**src/rtl/dmrp_pkg.sv**
```systemverilog
// Shared types, constants and register map of the dual motor ramp PWM unit.
package dmrp_pkg;

  localparam int DUTY_WIDTH_DEF = 16;

  localparam int SPEED_W = 8;
  localparam int MAG_W   = 7;
  localparam int VOLT_W  = 16;
  localparam int STEP_W  = 7;
  localparam int DUTY_W  = 16;
  localparam int P1_W    = MAG_W + VOLT_W;
  localparam int NUM_W   = P1_W + VOLT_W;
  localparam int DEN_W   = VOLT_W + MAG_W;
  localparam int CNT_W   = $clog2(NUM_W + 1);

  localparam int ADDR_W  = 4;
  localparam int DATA_W  = 32;

  localparam int PCT_FULL  = 100;
  localparam int VOLT_MIN  = 300;

  localparam logic [VOLT_W-1:0] NOMINAL_RST  = 16'd820;
  localparam logic [VOLT_W-1:0] PERIOD_RST   = 16'd999;
  localparam logic [STEP_W-1:0] RAMP_RST     = 7'd10;
  localparam logic [STEP_W-1:0] DEADBAND_RST = 7'd25;
  localparam logic [VOLT_W-1:0] SUPPLY_RST   = 16'd820;

  localparam logic [1:0] REG_NOMINAL  = 2'd0;
  localparam logic [1:0] REG_PERIOD   = 2'd1;
  localparam logic [1:0] REG_RAMP     = 2'd2;
  localparam logic [1:0] REG_DEADBAND = 2'd3;

  typedef enum logic [2:0] {
    S_IDLE,
    S_MUL1,
    S_MUL2,
    S_DIV,
    S_FIN
  } state_e;

  typedef struct packed {
    logic load;
    logic mul1;
    logic mul2;
    logic step;
    logic finish;
  } cmd_t;

  typedef struct packed {
    logic [VOLT_W-1:0] nominal;
    logic [VOLT_W-1:0] period;
    logic [STEP_W-1:0] ramp;
    logic [STEP_W-1:0] deadband;
  } cfg_t;

endpackage

```
**src/rtl/dmrp_lane.sv**
```systemverilog
// One motor lane: magnitude products, restoring divider and duty cap.
module dmrp_lane #(
  parameter int DUTY_WIDTH = dmrp_pkg::DUTY_WIDTH_DEF
) (
  input  logic                               clk_i,
  input  dmrp_pkg::cmd_t                     cmd_i,
  input  dmrp_pkg::cfg_t                     cfg_i,
  input  logic        [dmrp_pkg::VOLT_W-1:0] supply_i,
  input  logic signed [dmrp_pkg::SPEED_W-1:0] speed_i,
  output logic        [dmrp_pkg::DUTY_W-1:0] duty_o
);

  localparam int P1_W  = dmrp_pkg::P1_W;
  localparam int NUM_W = dmrp_pkg::NUM_W;
  localparam int DEN_W = dmrp_pkg::DEN_W;
  localparam logic [32:0] DUTY_LIM = (33'd1 << DUTY_WIDTH) - 33'd1;

  logic [dmrp_pkg::SPEED_W-1:0] abs_speed;
  logic [dmrp_pkg::MAG_W-1:0]   mag;
  logic [P1_W-1:0]              p1_d, p1_q;
  logic [NUM_W-1:0]             num_d, num_q;
  logic [DEN_W-1:0]             den_d, den_q;
  logic [DEN_W-1:0]             rem_d, rem_q;
  logic [DEN_W:0]               rem_sh;
  logic                         fits;
  logic [NUM_W-1:0]             capped;
  logic [32:0]                  limited;

  assign abs_speed = speed_i[dmrp_pkg::SPEED_W-1] ? dmrp_pkg::SPEED_W'(-speed_i)
                                                   : speed_i;
  assign mag       = abs_speed[dmrp_pkg::MAG_W-1:0];
  assign rem_sh    = {rem_q, num_q[NUM_W-1]};
  assign fits      = rem_sh >= {1'b0, den_q};

  always_comb begin
    p1_d  = p1_q;
    num_d = num_q;
    den_d = den_q;
    rem_d = rem_q;
    if (cmd_i.mul1) begin
      p1_d = P1_W'(mag) * P1_W'(cfg_i.period);
    end
    if (cmd_i.mul2) begin
      rem_d = '0;
      if (cfg_i.nominal != '0) begin
        num_d = NUM_W'(p1_q) * NUM_W'(cfg_i.nominal);
        den_d = DEN_W'(supply_i) * DEN_W'(dmrp_pkg::PCT_FULL);
      end else begin
        num_d = NUM_W'(p1_q);
        den_d = DEN_W'(dmrp_pkg::PCT_FULL);
      end
    end
    if (cmd_i.step) begin
      if (fits) begin
        rem_d = DEN_W'(rem_sh - {1'b0, den_q});
        num_d = {num_q[NUM_W-2:0], 1'b1};
      end else begin
        rem_d = rem_sh[DEN_W-1:0];
        num_d = {num_q[NUM_W-2:0], 1'b0};
      end
    end
  end

  always_ff @(posedge clk_i) begin
    p1_q  <= p1_d;
    num_q <= num_d;
    den_q <= den_d;
    rem_q <= rem_d;
  end

  always_comb begin
    capped  = (num_q > NUM_W'(cfg_i.period)) ? NUM_W'(cfg_i.period) : num_q;
    limited = (33'(capped) > DUTY_LIM) ? DUTY_LIM : 33'(capped);
    duty_o  = limited[dmrp_pkg::DUTY_W-1:0];
  end

endmodule

```
**src/rtl/dmrp_datapath.sv**
```systemverilog
// Datapath: speed ramps, supply register, two duty lanes and result registers.
module dmrp_datapath #(
  parameter int DUTY_WIDTH = dmrp_pkg::DUTY_WIDTH_DEF
) (
  input  logic                                clk_i,
  input  logic                                rst_ni,
  input  dmrp_pkg::cmd_t                      cmd_i,
  input  dmrp_pkg::cfg_t                      cfg_i,
  input  logic signed [dmrp_pkg::SPEED_W-1:0] target_left_i,
  input  logic signed [dmrp_pkg::SPEED_W-1:0] target_right_i,
  input  logic                                voltage_update_i,
  input  logic        [dmrp_pkg::VOLT_W-1:0]  battery_voltage_i,
  output logic        [dmrp_pkg::DUTY_W-1:0]  left_forward_duty_o,
  output logic        [dmrp_pkg::DUTY_W-1:0]  left_backward_duty_o,
  output logic        [dmrp_pkg::DUTY_W-1:0]  right_forward_duty_o,
  output logic        [dmrp_pkg::DUTY_W-1:0]  right_backward_duty_o,
  output logic signed [dmrp_pkg::SPEED_W-1:0] left_speed_now_o,
  output logic signed [dmrp_pkg::SPEED_W-1:0] right_speed_now_o
);

  localparam int SW = dmrp_pkg::SPEED_W;

  function automatic logic signed [SW-1:0] sat_target(input logic signed [SW-1:0] raw);
    logic signed [SW-1:0] v;
    v = raw;
    if (raw > SW'(dmrp_pkg::PCT_FULL)) v = SW'(dmrp_pkg::PCT_FULL);
    if (raw < -SW'(dmrp_pkg::PCT_FULL)) v = -SW'(dmrp_pkg::PCT_FULL);
    return v;
  endfunction

  function automatic logic signed [SW-1:0] ramp(
    input logic signed [SW-1:0]             cur,
    input logic signed [SW-1:0]             tgt,
    input logic [dmrp_pkg::STEP_W-1:0]      step,
    input logic [dmrp_pkg::STEP_W-1:0]      db
  );
    logic signed [9:0] c, t, s, d, n;
    c = 10'(cur);
    t = 10'(tgt);
    s = {3'b000, step};
    d = {3'b000, db};
    if (t == 0 || (t > 0 && t < c) || (t < 0 && t > c)) begin
      n = t;
    end else if ((t > 0 && c < 0) || (t < 0 && c > 0)) begin
      n = '0;
    end else if (t > c) begin
      if (c == 0 && t >= d) n = d;
      else n = c + s;
      if (n > t) n = t;
    end else if (t < c) begin
      if (c == 0 && t <= -d) n = -d;
      else n = c - s;
      if (n < t) n = t;
    end else begin
      n = c;
    end
    return n[SW-1:0];
  endfunction

  logic signed [SW-1:0]               left_speed_d, left_speed_q;
  logic signed [SW-1:0]               right_speed_d, right_speed_q;
  logic [dmrp_pkg::VOLT_W-1:0]        supply_d, supply_q;
  logic [dmrp_pkg::DUTY_W-1:0]        left_duty, right_duty;

  always_comb begin
    left_speed_d  = left_speed_q;
    right_speed_d = right_speed_q;
    supply_d      = supply_q;
    if (cmd_i.load) begin
      left_speed_d  = ramp(left_speed_q, sat_target(target_left_i), cfg_i.ramp,
                           cfg_i.deadband);
      right_speed_d = ramp(right_speed_q, sat_target(target_right_i), cfg_i.ramp,
                           cfg_i.deadband);
      if (voltage_update_i &&
          battery_voltage_i >= dmrp_pkg::VOLT_W'(dmrp_pkg::VOLT_MIN)) begin
        supply_d = battery_voltage_i;
      end
    end
  end

  always_ff @(posedge clk_i or negedge rst_ni) begin
    if (!rst_ni) begin
      left_speed_q  <= '0;
      right_speed_q <= '0;
      supply_q      <= dmrp_pkg::SUPPLY_RST;
    end else begin
      left_speed_q  <= left_speed_d;
      right_speed_q <= right_speed_d;
      supply_q      <= supply_d;
    end
  end

  dmrp_lane #(.DUTY_WIDTH(DUTY_WIDTH)) u_lane_left (
    .clk_i    (clk_i),
    .cmd_i    (cmd_i),
    .cfg_i    (cfg_i),
    .supply_i (supply_q),
    .speed_i  (left_speed_q),
    .duty_o   (left_duty)
  );

  dmrp_lane #(.DUTY_WIDTH(DUTY_WIDTH)) u_lane_right (
    .clk_i    (clk_i),
    .cmd_i    (cmd_i),
    .cfg_i    (cfg_i),
    .supply_i (supply_q),
    .speed_i  (right_speed_q),
    .duty_o   (right_duty)
  );

  always_ff @(posedge clk_i) begin
    if (cmd_i.finish) begin
      left_forward_duty_o   <= (left_speed_q > 0) ? left_duty : '0;
      left_backward_duty_o  <= (left_speed_q < 0) ? left_duty : '0;
      right_forward_duty_o  <= (right_speed_q > 0) ? right_duty : '0;
      right_backward_duty_o <= (right_speed_q < 0) ? right_duty : '0;
      left_speed_now_o      <= left_speed_q;
      right_speed_now_o     <= right_speed_q;
    end
  end

endmodule

```
**src/rtl/dmrp_ctrl.sv**
```systemverilog
// Controller: sequences ramp load, products, divide steps and result hand-off.
module dmrp_ctrl (
  input  logic           clk_i,
  input  logic           rst_ni,
  input  logic           in_valid_i,
  output logic           in_stall_o,
  output logic           out_valid_o,
  input  logic           out_stall_i,
  output dmrp_pkg::cmd_t cmd_o
);

  localparam int CNT_W = dmrp_pkg::CNT_W;

  dmrp_pkg::state_e state_d, state_q;
  logic [CNT_W-1:0] cnt_d, cnt_q;
  logic             out_valid_d, out_valid_q;

  always_ff @(posedge clk_i or negedge rst_ni) begin
    if (!rst_ni) begin
      state_q     <= dmrp_pkg::S_IDLE;
      cnt_q       <= '0;
      out_valid_q <= 1'b0;
    end else begin
      state_q     <= state_d;
      cnt_q       <= cnt_d;
      out_valid_q <= out_valid_d;
    end
  end

  always_comb begin
    state_d     = state_q;
    cnt_d       = cnt_q;
    out_valid_d = out_valid_q;
    cmd_o       = '0;
    in_stall_o  = 1'b1;
    if (out_valid_q && !out_stall_i) begin
      out_valid_d = 1'b0;
    end
    case (state_q)
      dmrp_pkg::S_IDLE: begin
        in_stall_o = 1'b0;
        if (in_valid_i) begin
          cmd_o.load = 1'b1;
          state_d    = dmrp_pkg::S_MUL1;
        end
      end
      dmrp_pkg::S_MUL1: begin
        cmd_o.mul1 = 1'b1;
        state_d    = dmrp_pkg::S_MUL2;
      end
      dmrp_pkg::S_MUL2: begin
        cmd_o.mul2 = 1'b1;
        cnt_d      = '0;
        state_d    = dmrp_pkg::S_DIV;
      end
      dmrp_pkg::S_DIV: begin
        cmd_o.step = 1'b1;
        cnt_d      = cnt_q + CNT_W'(1);
        if (cnt_q == CNT_W'(dmrp_pkg::NUM_W - 1)) begin
          state_d = dmrp_pkg::S_FIN;
        end
      end
      dmrp_pkg::S_FIN: begin
        if (!out_valid_q || !out_stall_i) begin
          cmd_o.finish = 1'b1;
          out_valid_d  = 1'b1;
          state_d      = dmrp_pkg::S_IDLE;
        end
      end
      default: begin
        state_d = dmrp_pkg::S_IDLE;
      end
    endcase
  end

  assign out_valid_o = out_valid_q;

endmodule

```
**src/rtl/dual_motor_ramp_pwm_compensated_unit.sv**
```systemverilog
// Top level of the dual motor ramp unit with supply-compensated PWM duty.
// Each accepted request updates both ramped speeds in its accept cycle, and
// the supply reading too when an update is flagged at or above the minimum;
// it then forms the duty products in the MUL1 and MUL2 states and runs one
// 39-bit restoring divider per motor, side by side, one quotient bit per cycle;
// the FIN state then moves the result into the output register. The next
// request is taken only once the unit is back in idle, while an earlier
// result may still wait in the output register; a result still stalled there
// when the next one is ready holds the unit until it is taken.
// Configuration registers sit on the APB port at byte addresses 0, 4, 8, 12.
module dual_motor_ramp_pwm_compensated_unit #(
  parameter int DUTY_WIDTH = dmrp_pkg::DUTY_WIDTH_DEF
) (
  input  logic                                clk_i,
  input  logic                                rst_ni,
  input  logic                                psel,
  input  logic                                penable,
  input  logic                                pwrite,
  input  logic [dmrp_pkg::ADDR_W-1:0]         paddr,
  input  logic [dmrp_pkg::DATA_W-1:0]         pwdata,
  output logic [dmrp_pkg::DATA_W-1:0]         prdata,
  output logic                                pready,
  input  logic                                in_valid_i,
  output logic                                in_stall_o,
  input  logic signed [dmrp_pkg::SPEED_W-1:0] target_left_i,
  input  logic signed [dmrp_pkg::SPEED_W-1:0] target_right_i,
  input  logic                                voltage_update_i,
  input  logic        [dmrp_pkg::VOLT_W-1:0]  battery_voltage_i,
  output logic                                out_valid_o,
  input  logic                                out_stall_i,
  output logic        [dmrp_pkg::DUTY_W-1:0]  left_forward_duty_o,
  output logic        [dmrp_pkg::DUTY_W-1:0]  left_backward_duty_o,
  output logic        [dmrp_pkg::DUTY_W-1:0]  right_forward_duty_o,
  output logic        [dmrp_pkg::DUTY_W-1:0]  right_backward_duty_o,
  output logic signed [dmrp_pkg::SPEED_W-1:0] left_speed_now_o,
  output logic signed [dmrp_pkg::SPEED_W-1:0] right_speed_now_o
);

  dmrp_pkg::cfg_t cfg_d, cfg_q;
  dmrp_pkg::cmd_t cmd;
  logic [1:0]     reg_idx;
  logic           wr_en;

  assign pready  = 1'b1;
  assign reg_idx = paddr[3:2];
  assign wr_en   = psel && penable && pwrite && pready;

  always_comb begin
    cfg_d = cfg_q;
    if (wr_en) begin
      case (reg_idx)
        dmrp_pkg::REG_NOMINAL:  cfg_d.nominal  = pwdata[dmrp_pkg::VOLT_W-1:0];
        dmrp_pkg::REG_PERIOD:   cfg_d.period   = pwdata[dmrp_pkg::VOLT_W-1:0];
        dmrp_pkg::REG_RAMP:     cfg_d.ramp     = pwdata[dmrp_pkg::STEP_W-1:0];
        dmrp_pkg::REG_DEADBAND: cfg_d.deadband = pwdata[dmrp_pkg::STEP_W-1:0];
        default: cfg_d = cfg_q;
      endcase
    end
  end

  always_ff @(posedge clk_i or negedge rst_ni) begin
    if (!rst_ni) begin
      cfg_q.nominal  <= dmrp_pkg::NOMINAL_RST;
      cfg_q.period   <= dmrp_pkg::PERIOD_RST;
      cfg_q.ramp     <= dmrp_pkg::RAMP_RST;
      cfg_q.deadband <= dmrp_pkg::DEADBAND_RST;
    end else begin
      cfg_q <= cfg_d;
    end
  end

  always_comb begin
    case (reg_idx)
      dmrp_pkg::REG_NOMINAL:  prdata = dmrp_pkg::DATA_W'(cfg_q.nominal);
      dmrp_pkg::REG_PERIOD:   prdata = dmrp_pkg::DATA_W'(cfg_q.period);
      dmrp_pkg::REG_RAMP:     prdata = dmrp_pkg::DATA_W'(cfg_q.ramp);
      dmrp_pkg::REG_DEADBAND: prdata = dmrp_pkg::DATA_W'(cfg_q.deadband);
      default:                prdata = '0;
    endcase
  end

  dmrp_ctrl u_ctrl (
    .clk_i       (clk_i),
    .rst_ni      (rst_ni),
    .in_valid_i  (in_valid_i),
    .in_stall_o  (in_stall_o),
    .out_valid_o (out_valid_o),
    .out_stall_i (out_stall_i),
    .cmd_o       (cmd)
  );

  dmrp_datapath #(.DUTY_WIDTH(DUTY_WIDTH)) u_datapath (
    .clk_i                 (clk_i),
    .rst_ni                (rst_ni),
    .cmd_i                 (cmd),
    .cfg_i                 (cfg_q),
    .target_left_i         (target_left_i),
    .target_right_i        (target_right_i),
    .voltage_update_i      (voltage_update_i),
    .battery_voltage_i     (battery_voltage_i),
    .left_forward_duty_o   (left_forward_duty_o),
    .left_backward_duty_o  (left_backward_duty_o),
    .right_forward_duty_o  (right_forward_duty_o),
    .right_backward_duty_o (right_backward_duty_o),
    .left_speed_now_o      (left_speed_now_o),
    .right_speed_now_o     (right_speed_now_o)
  );

  a_busy_after_accept: assert property (@(posedge clk_i) disable iff (!rst_ni)
    (in_valid_i && !in_stall_o) |=> in_stall_o)
    else $error("request accepted while previous one still in progress");

  a_left_one_side: assert property (@(posedge clk_i) disable iff (!rst_ni)
    out_valid_o |-> (left_forward_duty_o == '0 || left_backward_duty_o == '0))
    else $error("left motor driven in both directions");

  a_right_one_side: assert property (@(posedge clk_i) disable iff (!rst_ni)
    out_valid_o |-> (right_forward_duty_o == '0 || right_backward_duty_o == '0))
    else $error("right motor driven in both directions");

  a_stopped_no_duty: assert property (@(posedge clk_i) disable iff (!rst_ni)
    (out_valid_o && left_speed_now_o == '0) |->
      (left_forward_duty_o == '0 && left_backward_duty_o == '0))
    else $error("left duty non-zero at standstill");

endmodule

```
**config.mk**
```make
export PLATFORM = sky130hd
export DESIGN_NAME = dual_motor_ramp_pwm_compensated_unit
export DESIGN_NICKNAME = d
export VERILOG_FILES = /design/src/rtl/dmrp_pkg.sv /design/src/rtl/dmrp_lane.sv /design/src/rtl/dmrp_datapath.sv /design/src/rtl/dmrp_ctrl.sv /design/src/rtl/dual_motor_ramp_pwm_compensated_unit.sv
export SDC_FILE = /design/constraint.sdc
export NUM_CORES = 2
export LEC_CHECK = 0
export BUFFER_PORTS_ARGS = -buffer_cell sky130_fd_sc_hd__buf_4
export CAP_MARGIN = 20
export CELL_PAD_IN_SITES_DETAIL_PLACEMENT = 1
export CELL_PAD_IN_SITES_GLOBAL_PLACEMENT = 1
export CORE_UTILIZATION = 51
export DETAILED_ROUTE_END_ITERATION = 10
export GPL_TIMING_DRIVEN = 0
export PLACE_DENSITY_LB_ADDON = 0.1
export SLEW_MARGIN = 20
export SYNTH_ARGS = -nofsm -noshare
export SYNTH_HDL_FRONTEND = slang
export SYNTH_SLANG_ARGS = --single-unit
```
**constraint.sdc**
```tcl
create_clock -name clk_i -period 8.87 [get_ports clk_i]
set_input_delay 0 -clock clk_i [delete_from_list [all_inputs] [get_ports clk_i]]
set_output_delay 0 -clock clk_i [all_outputs]
set_load 0.01 [all_outputs]
```
# Yosys cells after proc, flatten, opt, wreduce, memory -nomap -nowiden

Index checks and enable logic that the tools add are counted.

Flip-flop bits (word level): 361
Latch bits: 0
Memory bits (writable): 0
ROM bits: 0
Bits of input ports: 76
Output and inout bits: 115
Logic and storage cells: 201
Memories kept: 0

$add $sub $neg: 10
$mul: 5
Divide/modulo/power cells: 0
Magnitude comparators: 31
Equal/unequal tests: 11
Shift-type cells: 0
Multiplexer cells: 76
Bitwise logic cells: 0
Reductions and logical operators: 44

Operators with widths:

| cell                    | count |
|---|---|
| $mux W39                | 6 |
| $mux W10                | 22 |
| $mux W8                 | 18 |
| $logic_not A32 Y1       | 4 |
| $pmux W32 S4            | 1 |
| $mux W23                | 5 |
| $gt A39 B16 Y1          | 2 |
| $mul A23 B16 Y39        | 2 |
| $gt A33 B16 Y1 const B  | 2 |
| $mux W33                | 2 |
| $ge A24 B23 Y1          | 2 |
| $mul A7 B16 Y23         | 2 |
| $sub A23 B23 Y23        | 2 |
| $gt A8 B1 Y1 const B    | 4 |
| $lt A8 B1 Y1 const B    | 4 |
| $mux W16                | 2 |
| $mul A16 B5 Y21 const B | 1 |
| $gt A10 B8 Y1           | 2 |
| $le A8 B10 Y1           | 2 |
| $lt A10 B8 Y1           | 2 |
| $add A8 B8 Y9           | 2 |
| $sub A8 B8 Y9           | 2 |
| $ge A16 B9 Y1 const B   | 1 |
| $ge A8 B8 Y1            | 2 |
| 30 further kinds        | 83 |

# Depth between registers and ports, before layout

Depth after elaboration: 18
Gate-level depth with buffers: 27
Mapped depth without buffers: 24

# Cells and area by module

A second synthesis with hierarchy kept.

Cells, all modules: 6,204
Area total of the unflattened synthesis: 57,629.0 um2

By module, submodules not included:

| module                               | instances | cells an instance | area an instance (um2) | seq. area each (um2) |
|---|---|---|---|---|
| dmrp_lane (u_datapath.u_lane_left)   | 1         | 2,591             | 23,287.3               | 3,183.1 |
| dmrp_lane (u_datapath.u_lane_right)  | 1         | 2,507             | 22,691.8               | 3,183.1 |
| dmrp_datapath                        | 1         | 896               | 8,839.7                | 3,209.3 |
| dual_motor_ramp_pwm_compensated_unit | 1         | 151               | 2,275.9                | 1,173.6 |
| dmrp_ctrl                            | 1         | 59                | 534.3                  | 250.2 |

# Least setup slack after synthesis

Ideal clock, no wire load.

Path kind: reg2reg
Start: register cfg_q[32] in the netlist's numbering
End: register u_datapath.u_lane_right.num_q[37] (data pin)
Setup time: 0.269 ns
Arrival time: 6.752 ns
Required time: 8.601 ns
Slack: 1.849 ns
Stages on the path, launching flop included: 24
Buffers on the path: 2
Period minus slack after synthesis: 7.021 ns
Path through: dfstp_2 clkbuf_1 clkbuf_1 nand2_1 fa_1 fa_1 fa_1 inv_1 fa_1 fa_1 inv_1 fa_1 inv_1 ha_1 a21o_1 a21o_1 a2111oi_0 a221oi_1 a311oi_1 o31a_1 nand2b_1 a31o_2 xnor2_1 o31ai_1

Word-level cells in the longest chain between the ends: 4
Elaborated cells between the ends (all ways): 5
Classes of those cells: mul (1); mux (3); reduce/logical (1)

RTL lines:

| what                                                           | RTL line                                   | RTL |
|---|---|---|
| start: declaration                                             | dual_motor_ramp_pwm_compensated_unit.sv:39 | `dmrp_pkg::cfg_t cfg_d, cfg_q;` |
| start signal: assignment                                       | dual_motor_ramp_pwm_compensated_unit.sv:68 | `cfg_q <= cfg_d;` |
| $mul A23 B16 Y39 / $reduce_bool A16 Y1 (equally long branches) | dmrp_lane.sv:46, dmrp_lane.sv:45           |  |
| $mux W39 *                                                     | dmrp_lane.sv:45                            | `if (cfg_i.nominal != '0) begin` |
| $mux W39 *                                                     | dmrp_lane.sv:43                            | `if (cmd_i.mul2) begin` |
| $mux W39 *                                                     | dmrp_lane.sv:53                            | `if (cmd_i.step) begin` |
| via u_datapath.u_lane_right.num_d[37]                          | dmrp_lane.sv:21                            | `logic [NUM_W-1:0] num_d, num_q;` |
| end signal: assignment                                         | dmrp_lane.sv:66                            | `num_q <= num_d;` |
| end: declaration                                               | dmrp_lane.sv:21                            |  |

The timed path passes the listed nets; every way through them passes the cells marked *. The select of a mux whose other input is x is not followed.
A chain may end at the register's enable or synchronous reset.

# Worst setup path after layout

Start: register u_datapath.left_speed_q[0]
End: register u_datapath.u_lane_left.p1_q[22] (data pin)

Word-level cells in the longest chain between the ends: 3

RTL lines:

| what                     | RTL line            | RTL |
|---|---|---|
| start: declaration       | dmrp_datapath.sv:60 | `logic signed [SW-1:0] left_speed_d, left_speed_q;` |
| start signal: assignment | dmrp_datapath.sv:87 | `left_speed_q <= left_speed_d;` |
| $neg A7 Y7               | dmrp_lane.sv:29     | `assign abs_speed = speed_i[dmrp_pkg::SPEED_W-1] ? dmrp_pkg::SPEED_W'(-speed_i)` |
| $mux W7 *                | dmrp_lane.sv:29     |  |
| $mul A7 B16 Y23 *        | dmrp_lane.sv:41     | `p1_d = P1_W'(mag) * P1_W'(cfg_i.period);` |
| end signal: assignment   | dmrp_lane.sv:65     | `p1_q <= p1_d;` |
| end: declaration         | dmrp_lane.sv:20     | `logic [P1_W-1:0] p1_d, p1_q;` |

Mark *: on every way between the ends. The rest lies on a longest branch, timed or not.

==> impl_metrics.tcl <==
set metrics [dict create \
    synth_area_sq_um 53770 \
    required_ns 9.23 \
    endpoint_kind "register" \
    path_cells "inv_1 > buf_1 > ha_1 > nand2_1 > nand2_1 > xnor2_1 > clkbuf_1 > nand2_1 > fa_1 > fa_1 > inv_1 > fa_1 > fa_1 > ha_1 > o41ai_2 > o211ai_1 > o41ai_2 > o21ai_1 > or4_1 > a2111o_1 > o211a_1" \
    cp_top_family "adder cells" \
    cts_buffers 44 \
    status "finished, final reports clean" \
    grt_overflow 0 \
    ctsRootBufferMaster "clkbuf_16" \
    ys_ff_latch 359 \
    crit_buf_inv 4 \
    viasPerCell 5.898 \
    ys.flop_type "edfxtp_1" \
    cpPeakStageDelay_ns 0.91 \
    synthTopCellsByCount "inv_1 (1006), nand2_1 (874), fa_1 (739)" \
    grtUsageTotal_pct 36.68 \
    grt_pass1_wl_mm 295.3 \
    clk_path_buf_depth 3 \
    dieArea_sq_um 106700 \
    start_util_pct 51.66 \
    numPortBuffers 151 \
    htreeDepth 2 \
    seq_area_frac_synth_pct 19.28 \
    drive_gt1_share_pct 6.942 \
    slew-limit-headroom_pct 15.32 \
    syn_inst 5926 \
    fmax_mhz 116.6 \
    synth_area_leader_cell "fa_1" \
    dr.pass1.iters 6 \
    cts_tree "built" \
    fin_util_pct 56.62 \
    final-setup-viol-count 0 \
    wire_per_inst_um 25.38 \
    nets 7546 \
    hp-class "primary input to async pin" \
    area_delta_synth_final_pct 9.591 \
    yosysMostFrequentCell "inv_1" \
    grt_pass1_vias 48790 \
    initialDrtViolationCount 3111 \
    drv_slew 0 \
    synth_enable_flop_cells 271 \
    arrival_ns 8.93 \
    num_rows 118 \
    netlist.area_leader.share_pct 27.51 \
    fin_setup_tns_ns 0 \
    rsz0062_at_grt "no" \
    cts.sink_count 359 \
    fp.dieW_um 326.7 \
    path_max_fanout 11 \
    antenna_left 0 \
    layout_min_cycle_time_ns 8.575 \
    async_flop_share_pct 24.51 \
    gp_congestion 0.9683 \
    wl_mm 193.1 \
    crit_type "register to register" \
    worst_pin_slew_ns 1.261 \
    finalHoldViolCount 0 \
    finClkSkew_ns 0.02589 \
    cp_slowest_cell "xnor2_1" \
    antenna_found_initial 17 \
    dp_slack_ns -0.3465 \
    post-route-period-util_pct 96.68 \
    critPathLaunchType "register" \
    regArea_sq_um 10370 \
    clk_latency_ns 0.64 \
    core_sq_um 104100 \
    fill_cells 12120 \
    ys_top_cells_by_area "fa_1 (28%), edfxtp_1 (15%), ha_1 (13%), inv_1 (7.0%), nand2_1 (6.1%)" \
    fp.dieH_um 326.7 \
    io_pins 191 \
    multiInputGateArea_sq_um 38590 \
    postLayoutSetupSlackWorst_ns 0.2948 \
    avgSynthCellArea_sq_um 9.074 \
    dr_total_vias 44870 \
    max-cap-violations 0 \
    clk_pin_slew_ns 0.07 \
    grt_max_degree 89 \
    ys_types 105 \
    drc 0 \
    yosys_warnings 0 \
    dp_hpwl_mm 156.8 \
    cpMostUsedCell "fa_1" \
]
## what timing repair did
action / in CTS / in global routing
hold buffers: 47 / 0
gates resized for setup: 8 / 44
endpoints found under the hold margin: 199 / 0
buffers inserted: 0 / 4
setup endpoints to repair: 4 / 7
## layout by cell type (no fill, tap or decap), types with 25 or more instances in the layout
cell type | netlist | final
nand4_1 | 25 | 25
clkbuf_1 | 238 | 204
mux2i_1 | 58 | 58
dfrtp_1 | 65 | 62
edfxtp_1 | 271 | 271
mux2_2 | 40 | 40
nand2b_1 | 36 | 36
nor2b_1 | 25 | 25
nand3_1 | 70 | 70
o21a_1 | 49 | 49
nand2_1 | 874 | 874
a31oi_1 | 40 | 40
and2_1 | 346 | 346
xnor2_1 | 126 | 124
dlygate4sd3_1 | 0 | 47
clkbuf_16 | 0 | 45
a21o_1 | 76 | 76
nor3_1 | 66 | 64
a211oi_1 | 30 | 30
fa_1 | 739 | 739
a21oi_1 | 239 | 238
clkbuf_2 | 1 | 30
o21bai_1 | 26 | 26
and3_1 | 27 | 27
buf_4 | 18 | 175
nor2_1 | 297 | 295
o21ai_0 | 193 | 192
nor4_1 | 27 | 25
ha_1 | 541 | 541
inv_1 | 1006 | 1006
xor2_1 | 44 | 44
## sequential cells by signal, summed over array words and instances (netlist names), 16 cells and up
signal	cells
cfg_q	46
u_datapath.u_lane_left.num_q	39
u_datapath.u_lane_right.num_q	39
u_datapath.u_lane_left.p1_q	23
u_datapath.u_lane_left.rem_q	23
u_datapath.u_lane_right.p1_q	23
u_datapath.u_lane_right.rem_q	23
u_datapath.u_lane_left.den_q	21
u_datapath.left_backward_duty_o	16
u_datapath.left_forward_duty_o	16
u_datapath.right_backward_duty_o	16
u_datapath.right_forward_duty_o	16
u_datapath.supply_q	16
## layout make-up
cell class,count,share of cell area [%]
Sequential cell,359,17.60
Clock inverter,22,0.3822
Antenna cell,5,0.02123
Multi-Input combinational cell,4296,65.49
Clock buffer,57,2.055
Buffer,264,1.945
Timing Repair Buffer,215,3.132
Inverter,1010,6.442
Tap cell,1380,2.930
## final timing paths
kind	start	endpoint	slack (ns)	depth (start not counted)
setup / recovery	u_datapath.left_speed_q[0]	u_datapath.u_lane_left.p1_q[22]	0.29	21
hold / removal	rst_ni	u_datapath.left_speed_q[6]	0.001	2
setup reg to reg	u_datapath.left_speed_q[0]	u_datapath.u_lane_left.p1_q[22]	0.29	21
hold reg to reg	u_datapath.left_speed_q[7]	u_datapath.left_speed_now_o[7]	0.48	0
max in group asynchronous	rst_ni	cfg_q[41]	8.17	2
min in group clk_i	voltage_update_i	u_datapath.supply_q[5]	0.04	4
## through the flow
stage | instance area, sq um | std cells | hold slack, ns
2_1_floorplan | 53830 | 5941 | -0.2956
6_report | 58930 | 7608 | 0.001477
4_1_cts | 58820 | 7603 | 0.0003867
3_5_place_dp | 56930 | 7485 | 0.1194
5_1_grt | 58920 | 7606 | 0.04702
3_3_place_gp | 56690 | 7472 | 0.2324
## worst register-to-register path, cell delays in order (launching register included)
cell and delay, ns:
dfrtp_1 0.75, inv_1 0.37, buf_1 0.47, ha_1 0.41, nand2_1 0.09, nand2_1 0.07, xnor2_1 0.91, clkbuf_1 0.53
nand2_1 0.16, fa_1 0.53, fa_1 0.50, inv_1 0.06, fa_1 0.49, fa_1 0.41, ha_1 0.26, o41ai_2 0.48
o211ai_1 0.27, o41ai_2 0.36, o21ai_1 0.18, or4_1 0.45, a2111o_1 0.38, o211a_1 0.19
## routing by layer
metal	routed length, um	track usage, %	up-vias
li1	-	-	19570
met1	77400	47.66	23140
met2	90120	59.64	1717
met3	14870	5.744	447
met4	10670	18.23	8
met5	42	0	-
## kinds of logic (layout without fill, tap and decap cells)
logic type	count (synthesis)	count (layout)	share of synthesized area (%)
compound gates	849	849	10.21
flops	359	359	19.28
buf+inv	1286	1568	9.196
simple gates	1873	1873	16.18
other cells	2	22	0.01397
mux	105	105	2.211
fa+ha+maj	1282	1282	40.14
xor+xnor	170	170	2.769
Power is not shown: default switching activity piles up to over one toggle a cycle in this logic, so the estimate is an artifact.
